==> src/csmh_pkg.sv <==
// shared types and constants for the cuboid stack height block
`timescale 1ns / 1ps

package csmh_pkg;

   localparam int MAX_BOXES_DEF = 64;
   localparam int DIM_BITS_DEF = 16;
   localparam int FIELD_W = 16;
   localparam int HEIGHT_W = 22;
   localparam logic [HEIGHT_W-1:0] HEIGHT_MAX = {HEIGHT_W{1'b1}};

   typedef struct packed {
      logic [FIELD_W-1:0] dim_first;
      logic [FIELD_W-1:0] dim_second;
      logic [FIELD_W-1:0] dim_third;
      logic last_box;
   } req_type;

   typedef struct packed {
      logic [HEIGHT_W-1:0] max_stack_height;
      logic overflowed;
   } rsp_type;

   // controller to datapath commands
   typedef struct packed {
      logic load_key;   // latch sorted dims of the new item, pointer at count
      logic set_ovf;    // item dropped, store full
      logic rd_ins;     // read entry below the insertion pointer
      logic rd_i;       // read entry i
      logic rd_j;       // read entry j
      logic wr_key;     // place the new item at the insertion pointer
      logic wr_shift;   // move the read entry up one slot
      logic dp_init;    // start the height pass
      logic key_i;      // latch entry i as the upper box
      logic dp_cmp;     // fold entry j into the best height below
      logic wr_best;    // store the height of entry i
      logic clear;      // set done, start a new set
   } cmd_type;

   // datapath to controller status
   typedef struct packed {
      logic cnt_full;
      logic ptr_zero;
      logic ins_gt;
      logic last;
      logic i_done;
      logic j_done;
   } stat_type;

endpackage

==> src/csmh_ctrl.sv <==
// controller state machine for the cuboid stack height block
`timescale 1ns / 1ps

module csmh_ctrl
   import csmh_pkg::*;
(
   input  logic     clock,
   input  logic     reset,
   input  logic     start,
   input  logic     last_in,
   input  stat_type stat,
   output cmd_type  cmd,
   output logic     busy,
   output logic     rsp_strobe
);

   typedef enum logic [8:0] {
      ST_IDLE    = 9'b000000001,
      ST_INS_RD  = 9'b000000010,
      ST_INS_CMP = 9'b000000100,
      ST_DP_LDI  = 9'b000001000,
      ST_DP_KEY  = 9'b000010000,
      ST_DP_RD   = 9'b000100000,
      ST_DP_CMP  = 9'b001000000,
      ST_DP_WR   = 9'b010000000,
      ST_DONE    = 9'b100000000
   } state_type;

   state_type state_ff, state_in;
   logic accept;

   assign busy = (state_ff != ST_IDLE);
   assign rsp_strobe = (state_ff == ST_DONE);
   assign accept = start && !busy;

   // next state and commands
   always_comb begin
      state_in = state_ff;
      cmd = '0;
      case (state_ff)
         ST_IDLE: begin
            if (accept) begin
               cmd.load_key = 1'b1;
               if (!stat.cnt_full) begin
                  state_in = ST_INS_RD;
               end else begin
                  cmd.set_ovf = 1'b1;
                  if (last_in) begin
                     cmd.dp_init = 1'b1;
                     state_in = ST_DP_LDI;
                  end
               end
            end
         end
         ST_INS_RD: begin
            if (stat.ptr_zero) begin
               cmd.wr_key = 1'b1;
               cmd.dp_init = stat.last;
               state_in = stat.last ? ST_DP_LDI : ST_IDLE;
            end else begin
               cmd.rd_ins = 1'b1;
               state_in = ST_INS_CMP;
            end
         end
         ST_INS_CMP: begin
            if (stat.ins_gt) begin
               cmd.wr_shift = 1'b1;
               state_in = ST_INS_RD;
            end else begin
               cmd.wr_key = 1'b1;
               cmd.dp_init = stat.last;
               state_in = stat.last ? ST_DP_LDI : ST_IDLE;
            end
         end
         ST_DP_LDI: begin
            if (stat.i_done) begin
               state_in = ST_DONE;
            end else begin
               cmd.rd_i = 1'b1;
               state_in = ST_DP_KEY;
            end
         end
         ST_DP_KEY: begin
            cmd.key_i = 1'b1;
            state_in = ST_DP_RD;
         end
         ST_DP_RD: begin
            if (stat.j_done) begin
               state_in = ST_DP_WR;
            end else begin
               cmd.rd_j = 1'b1;
               state_in = ST_DP_CMP;
            end
         end
         ST_DP_CMP: begin
            cmd.dp_cmp = 1'b1;
            state_in = ST_DP_RD;
         end
         ST_DP_WR: begin
            cmd.wr_best = 1'b1;
            state_in = ST_DP_LDI;
         end
         ST_DONE: begin
            cmd.clear = 1'b1;
            state_in = ST_IDLE;
         end
         default: begin
            state_in = ST_IDLE;
         end
      endcase
   end

   // state register
   always_ff @(posedge clock) begin
      if (reset) begin
         state_ff <= ST_IDLE;
      end else begin
         state_ff <= state_in;
      end
   end

   // checks
   a_strobe_single: assert property (@(posedge clock) disable iff (reset)
      rsp_strobe |=> !rsp_strobe && !busy)
      else $error("result strobe longer than one cycle");
   a_accept_busy: assert property (@(posedge clock) disable iff (reset)
      (accept && (!stat.cnt_full || last_in)) |=> busy)
      else $error("item accepted but block not busy");
   a_done_after_wr: assert property (@(posedge clock) disable iff (reset)
      rsp_strobe |-> $past(state_ff == ST_DP_LDI))
      else $error("result without finished height pass");

endmodule

==> config.mk <==
export PLATFORM = sky130hd
export DESIGN_NAME = csmh_ctrl
export DESIGN_NICKNAME = d
export VERILOG_FILES = /design/src/csmh_pkg.sv /design/src/csmh_ctrl.sv
export SDC_FILE = /design/constraint.sdc
export NUM_CORES = 1
export LEC_CHECK = 0
export BUFFER_PORTS_ARGS = -buffer_cell sky130_fd_sc_hd__buf_2
export CAP_MARGIN = 20
export CORE_MARGIN = 1
export CORE_UTILIZATION = 30
export DETAILED_ROUTE_END_ITERATION = 8
export GPL_ROUTABILITY_DRIVEN = 0
export PLACE_DENSITY_LB_ADDON = 0.15
export SLEW_MARGIN = 20
export SYNTH_ARGS = -nofsm -noshare
export SYNTH_HDL_FRONTEND = slang
export SYNTH_SLANG_ARGS = --single-unit
export TNS_END_PERCENT = 100
==> constraint.sdc <==
create_clock -name clock -period 3.55 [get_ports clock]
set_input_delay 0.1775 -clock clock [delete_from_list [all_inputs] [get_ports clock]]
set_output_delay 0.1775 -clock clock [all_outputs]
set_load 0.05 [all_outputs]
==> impl_metrics.tcl, run 1 <==
set metrics [dict create \
    cp_cell_sequence "or4_4 > nor3_4 > and3_4 > a22o_1 > buf_2" \
    grt_pass1_vias 581 \
    synthArstFlopShare_pct 0 \
    power_leakage_uw 0.000357 \
    syn_area_um2 662 \
    maxCapViolations 0 \
    core_mm2 0.00202 \
    vdd_drop_max_uv 235 \
    tns_ns 0 \
    p_per_area_mw_per_mm2 489 \
    via_per_inst 5.10 \
    fp.dieH_um 49.0 \
    post_cts_resized 0 \
    synth_fp_nets 77 \
    yosys.area.top_type_share_pct 27.2 \
    antenna_found_initial 0 \
    cp_num_buf_inv 1 \
    max_slew_margin_pct 75.2 \
    synth_edf_count 0 \
    endpoint_kind "output pin" \
    drc 0 \
    dp_slack_ns 1.53 \
    critPathSlowestCell "or4_4" \
    final_cell_mix "23 x buf_2, 9 x dfxtp_1, 5 x nor3_1, 4 x nor2_1, 4 x inv_1" \
    dr.pass1.iters 2 \
    grtUsageMet2_pct 22.5 \
    clockRootBuffer "clkbuf_4" \
    holdBufCountCts 0 \
    crit_path_start_kind "flip-flop" \
    max_stage_delay_ns 0.61 \
    cts_tree "done" \
    cts_htree_levels 1 \
    synth_area_leaders "dfxtp_1 27%, a2111oi_4 4.2%, nor3_1 3.8%" \
    track_usage_pct 14.8 \
    antenna_left 0 \
    clockBufferDepth 2 \
    clock_skew_ns 0.00135 \
    status "finished, final reports clean" \
    antenna_cells 0 \
    ys_seq_area_share_pct 27.2 \
    synth_top_area_cell "dfxtp_1" \
    grt_pass1_wl_mm 2.64 \
    core.rowCount 16 \
    worst_setup_hold_path_clk_slew_ns 0.06 \
    finalHoldViolCount 0 \
    grt_start_max_net_pins 9 \
    p_total_uw 403 \
    avgSynthCellArea_um2 9.88 \
    finalCritPeriodShare_pct 65.3 \
    ys_ff_latch 9 \
    setup_violations 0 \
    max_freq_mhz 432 \
    crit_family "simple AND/OR/NAND/NOR gates" \
    syn_to_final_growth_pct 24.8 \
    reg_top3 "state_ff: 9 flops" \
    grt_busiest_layer "met2" \
    regMostFlops "state_ff" \
    via_count 607 \
    die_x_um 49.0 \
    nets 103 \
    yosys_warnings 0 \
    clock-sinks 9 \
    clk_latency_ns 0.27 \
    crit_type "flip-flop to output pin" \
    avgRoutedWirePerCell_um 12.9 \
    hpwl_mm 1.22 \
    cp_max_fo 7 \
    largest_reg_flops 9 \
    drtIter0Drc 9 \
    numCtsBuffers 3 \
    rsz0062_at_grt "false" \
    post_cts_buffers 0 \
    finalCriticalPeriod_ns 2.32 \
    hold_class "input pin to flip-flop" \
    report.final.slew_viol_count 0 \
    setup_slack_ns 1.23 \
    drive_gt1_share_pct 46.7 \
    initial_utilization_pct 32.7 \
    use_met1_pct 18.8 \
    final_common_cell "buf_2" \
    worst_pin_slew_ns 0.372 \
    synthCells 67 \
    dieArea_mm2 0.00240 \
    ys.flop_type "dfxtp_1" \
    ioPinCount 24 \
    gr-usage-met3_pct 5.61 \
    arrival_ns 2.14 \
    portBuffers 23 \
    crit_required_ns 3.37 \
    overflow 0 \
    wl_mm 1.53 \
    ys_types 42 \
]
==> path summary, 6_finish.rpt <==
check,to,depth (start not counted),start,slack (ns)
setup / recovery,cmd[4],5,state_ff[5]$_SDFFE_PP0P_,1.23
hold / removal,state_ff[6]$_SDFFE_PP0P_,2,stat[0],0.1
setup reg to reg,state_ff[0]$_SDFFE_PP1P_,4,state_ff[0]$_SDFFE_PP1P_,1.84
hold reg to reg,state_ff[5]$_SDFFE_PP0P_,1,state_ff[5]$_SDFFE_PP0P_,0.53
==> routing by layer <==
layer | vias to the layer above | wire [um] | share of wire [%]
met5 | - | 0 | 0
met3 | 4 | 58 | 3.8
met2 | 12 | 706 | 46
met4 | 0 | 27 | 1.8
met1 | 282 | 742 | 48
li1 | 309 | - | -
==> worst register-to-register path, delay by kind of cell (launching register included) <==
kind,cells,cell delay [ns]
and+or+nand+nor,2,0.80
AOI/OAI and AO/OA,2,0.46
DFF,1,0.34
==> per-stage QoR <==
step	hold slack, ns	util, %	std cells	instance area, um^2
after floorplan	0.247	-	67	662
after global placement	0.371	39.5	115	798
after detailed placement	0.377	39.5	115	798
after CTS	0.0830	40.8	119	826
after global routing	0.0889	40.8	119	826
final	0.0975	40.8	119	826
==> cell families (layout without fill, tap and decap cells) <==
family	Yosys count	in the layout	share of synthesized area, %
AND/OR/NAND/NOR	38	38	46.7
AO/OA/AOI/OAI	10	10	17.4
XOR/XNOR	3	3	3.97
buffers and inverters	7	32	4.72
flip-flops	9	9	27.2
==> report_power, final <==
group | internal, uW | switching (uW) | leakage [uW]
Clock | 41.8 | 39.3 | 0.0000177
Sequential | 109 | 10.1 | 0.0000729
Combinational | 79.1 | 124 | 0.000266
==> synth_stat cells (2+ instances only) <==
cell / count
nor3_1: 5
a221oi_1: 2
inv_1: 4
or2_2: 2
or4_1: 2
nand3b_1: 2
dfxtp_1: 9
xnor2_1: 2
nor2_1: 4
nor4b_1: 2
nor4_1: 2
==> final cells by class <==
| class | instances | area (um^2) |
|---|---|---|
| Fill cell | 215 | 1200 |
| Multi-Input combinational cell | 51 | 450 |
| Sequential cell | 9 | 180 |
| Timing Repair Buffer | 23 | 115 |
| Tap cell | 27 | 33.8 |
| Clock buffer | 3 | 22.5 |
| Inverter | 5 | 18.8 |
| Clock inverter | 1 | 5.00 |
Note: power is estimated with default switching activity, not from simulation.
==> run 2, diff against run 1 <==
--- a/config.mk
+++ b/config.mk
@@ -5,6 +5,7 @@
 export SDC_FILE = /design/constraint.sdc
 export NUM_CORES = 1
 export LEC_CHECK = 0
+export ABC_AREA = 1
 export BUFFER_PORTS_ARGS = -buffer_cell sky130_fd_sc_hd__buf_2
 export CAP_MARGIN = 20
 export CORE_MARGIN = 1
==> constraint.sdc (replaced) <==
create_clock -name clock -period 2 [get_ports clock]
set_input_delay 0.1 -clock clock [delete_from_list [all_inputs] [get_ports clock]]
set_output_delay 0.1 -clock clock [all_outputs]
set_load 0.05 [all_outputs]
==> impl_metrics.tcl, run 2 <==
set metrics [dict create \
    status "finished, final reports clean" \
    p_sw_share_pct 45.8 \
    ys_seq_area_share_pct 28.6 \
    worst_setup_hold_path_clk_slew_ns 0.06 \
    synth_fp_nets 118 \
    internal-power_uw 354 \
    cp_max_fo 4 \
    antenna_cells 0 \
    clock_skew_ns 0.00154 \
    post-synth-top-count-cell "inv_1" \
    max_slew_margin_pct 83.2 \
    grt_start_max_net_pins 6 \
    track_usage_pct 14.8 \
    grt_pass1_wl_mm 2.35 \
    core.rowCount 16 \
    ioPinCount 24 \
    final_common_cell "inv_1" \
    ys_ff_latch 9 \
    fill_cells 234 \
    reg_top3 "state_ff: 9 flops" \
    synthArstFlopShare_pct 0 \
    die_x_um 47.8 \
    dr.pass1.iters 4 \
    wl_mm 1.45 \
    overflow 0 \
    numCtsBuffers 3 \
    power_leakage_uw 0.000485 \
    post_cts_buffers 0 \
    via_per_inst 4.24 \
    crit_path_start_kind "flip-flop" \
    synthCells 108 \
    finalHoldViolCount 0 \
    seq_area_um2 180 \
    antenna_found_initial 0 \
    endpoint_kind "output pin" \
    multi_input_area_um2 353 \
    ys_types 18 \
    holdBufCountCts 0 \
    ys.flop_type "dfxtp_1" \
    hpwl_mm 1.26 \
    finalCriticalPeriod_ns 1.69 \
    drc 0 \
    report.final.slew_viol_count 0 \
    avgSynthCellArea_um2 5.84 \
    nets 145 \
    arrival_ns 1.59 \
    final_cell_mix "26 x inv_1, 23 x buf_2, 22 x nor2_1, 20 x nand2_1, 9 x dfxtp_1" \
    comb_power_share_pct 47.2 \
    synth_area_leaders "dfxtp_1 29%, inv_1 15%, nor2_1 13%" \
    clk_latency_ns 0.26 \
    pwr-share-seq_pct 31.3 \
    clock-sinks 9 \
    clockRootBuffer "clkbuf_4" \
    crit_required_ns 1.90 \
    syn_area_um2 631 \
    antenna_left 0 \
    core_mm2 0.00196 \
    cts_htree_levels 1 \
    finalCritPeriodShare_pct 84.4 \
    worst_pin_slew_ns 0.253 \
    maxCapViolations 0 \
    clockBufferDepth 2 \
    setup_violations 0 \
    drtIter0Drc 15 \
    max_freq_mhz 593 \
    crit_type "flip-flop to output pin" \
    yosys.area.top_type_share_pct 28.6 \
    synth_commonest_cells "26 x inv_1, 22 x nor2_1, 20 x nand2_1" \
    syn_to_final_growth_pct 28.4 \
    post_cts_resized 0 \
    portBuffers 23 \
    via_count 683 \
    p_per_area_mw_per_mm2 806 \
    final_util_pct 41.3 \
    p_sw_uw 299 \
    p_clk_share_pct 21.5 \
    grt_pass1_vias 596 \
    tns_ns 0 \
    regMostFlops "state_ff" \
    vdd_drop_max_uv 657 \
    synth_top_area_cell "dfxtp_1" \
    rsz0062_at_grt "false" \
    fp.dieH_um 47.8 \
    synth_edf_count 0 \
    drive_gt1_share_pct 29.1 \
    avgRoutedWirePerCell_um 9.01 \
    yosys_warnings 0 \
    initial_utilization_pct 32.1 \
    dieArea_mm2 0.00229 \
    hold_class "input pin to flip-flop" \
    cts_tree "done" \
    largest_reg_flops 9 \
]
-- run 2: stage by stage --
stage	instances	cell area, um^2	power [uW]	hold WS (ns)	setup WS, ns
floorplan	108	642	454	0.172	0.138
global placement	157	783	518	0.292	0.591
detailed placement	157	783	517	0.304	0.578
CTS	161	810	659	0.0298	0.293
global route	161	810	692	0.0428	0.161
finish	161	810	653	0.0350	0.312
-- run 2: cell type report --
class | instances | area share, %
sequential | 9 | 22.3
clock buffer | 4 | 3.25
timing repair buffer | 23 | 14.2
multi-input combinational | 71 | 43.6
tap | 27 | 4.17
inverter | 27 | 12.5
-- run 2: power groups by stage --
stage | Combinational, uW | Clock (uW) | Sequential [uW]
finish | 308 | 140 | 204
global route | 337 | 149 | 206
CTS | 311 | 145 | 204
detailed placement | 309 | 0 | 208
global placement | 310 | 0 | 208
floorplan | 247 | 0 | 207
-- run 2: path summary, 6_finish.rpt --
kind	start	endpoint	slack, ns	cells past startpoint
max reg2reg	state_ff[8]$_SDFFE_PP0P_	state_ff[3]$_SDFFE_PP0P_	0.70	9
min	stat[4]	state_ff[2]$_SDFFE_PP0P_	0.03	2
max	state_ff[8]$_SDFFE_PP0P_	cmd[4]	0.31	8
min reg2reg	state_ff[3]$_SDFFE_PP0P_	state_ff[8]$_SDFFE_PP0P_	0.65	4
-- run 2: worst max-delay path, stage by stage, from the launching register on --
cell	delay [ns]
dfxtp_1	0.33
inv_1	0.16
nand3_2	0.13
nor2_2	0.15
inv_2	0.08
nor3_4	0.12
nand2_1	0.06
nand2_1	0.05
buf_2	0.25
-- run 2: cells by family (layout without fill, tap and decap cells) --
kind of cell,Yosys count,after routing,share of synthesized area [%]
AND/OR/NAND/NOR,67,67,50.8
buffers and inverters,28,54,17.3
AO/OA/AOI/OAI,4,4,3.37
flip-flops,9,9,28.6
-- run 2: per-layer routing --
metal	vias to the layer above	global-route usage [%]	wire length, um
li1	374	-	-
met1	285	19.9	731
met2	22	23.2	636
met3	2	2.26	64
met4	0	6.67	17
met5	-	0	0
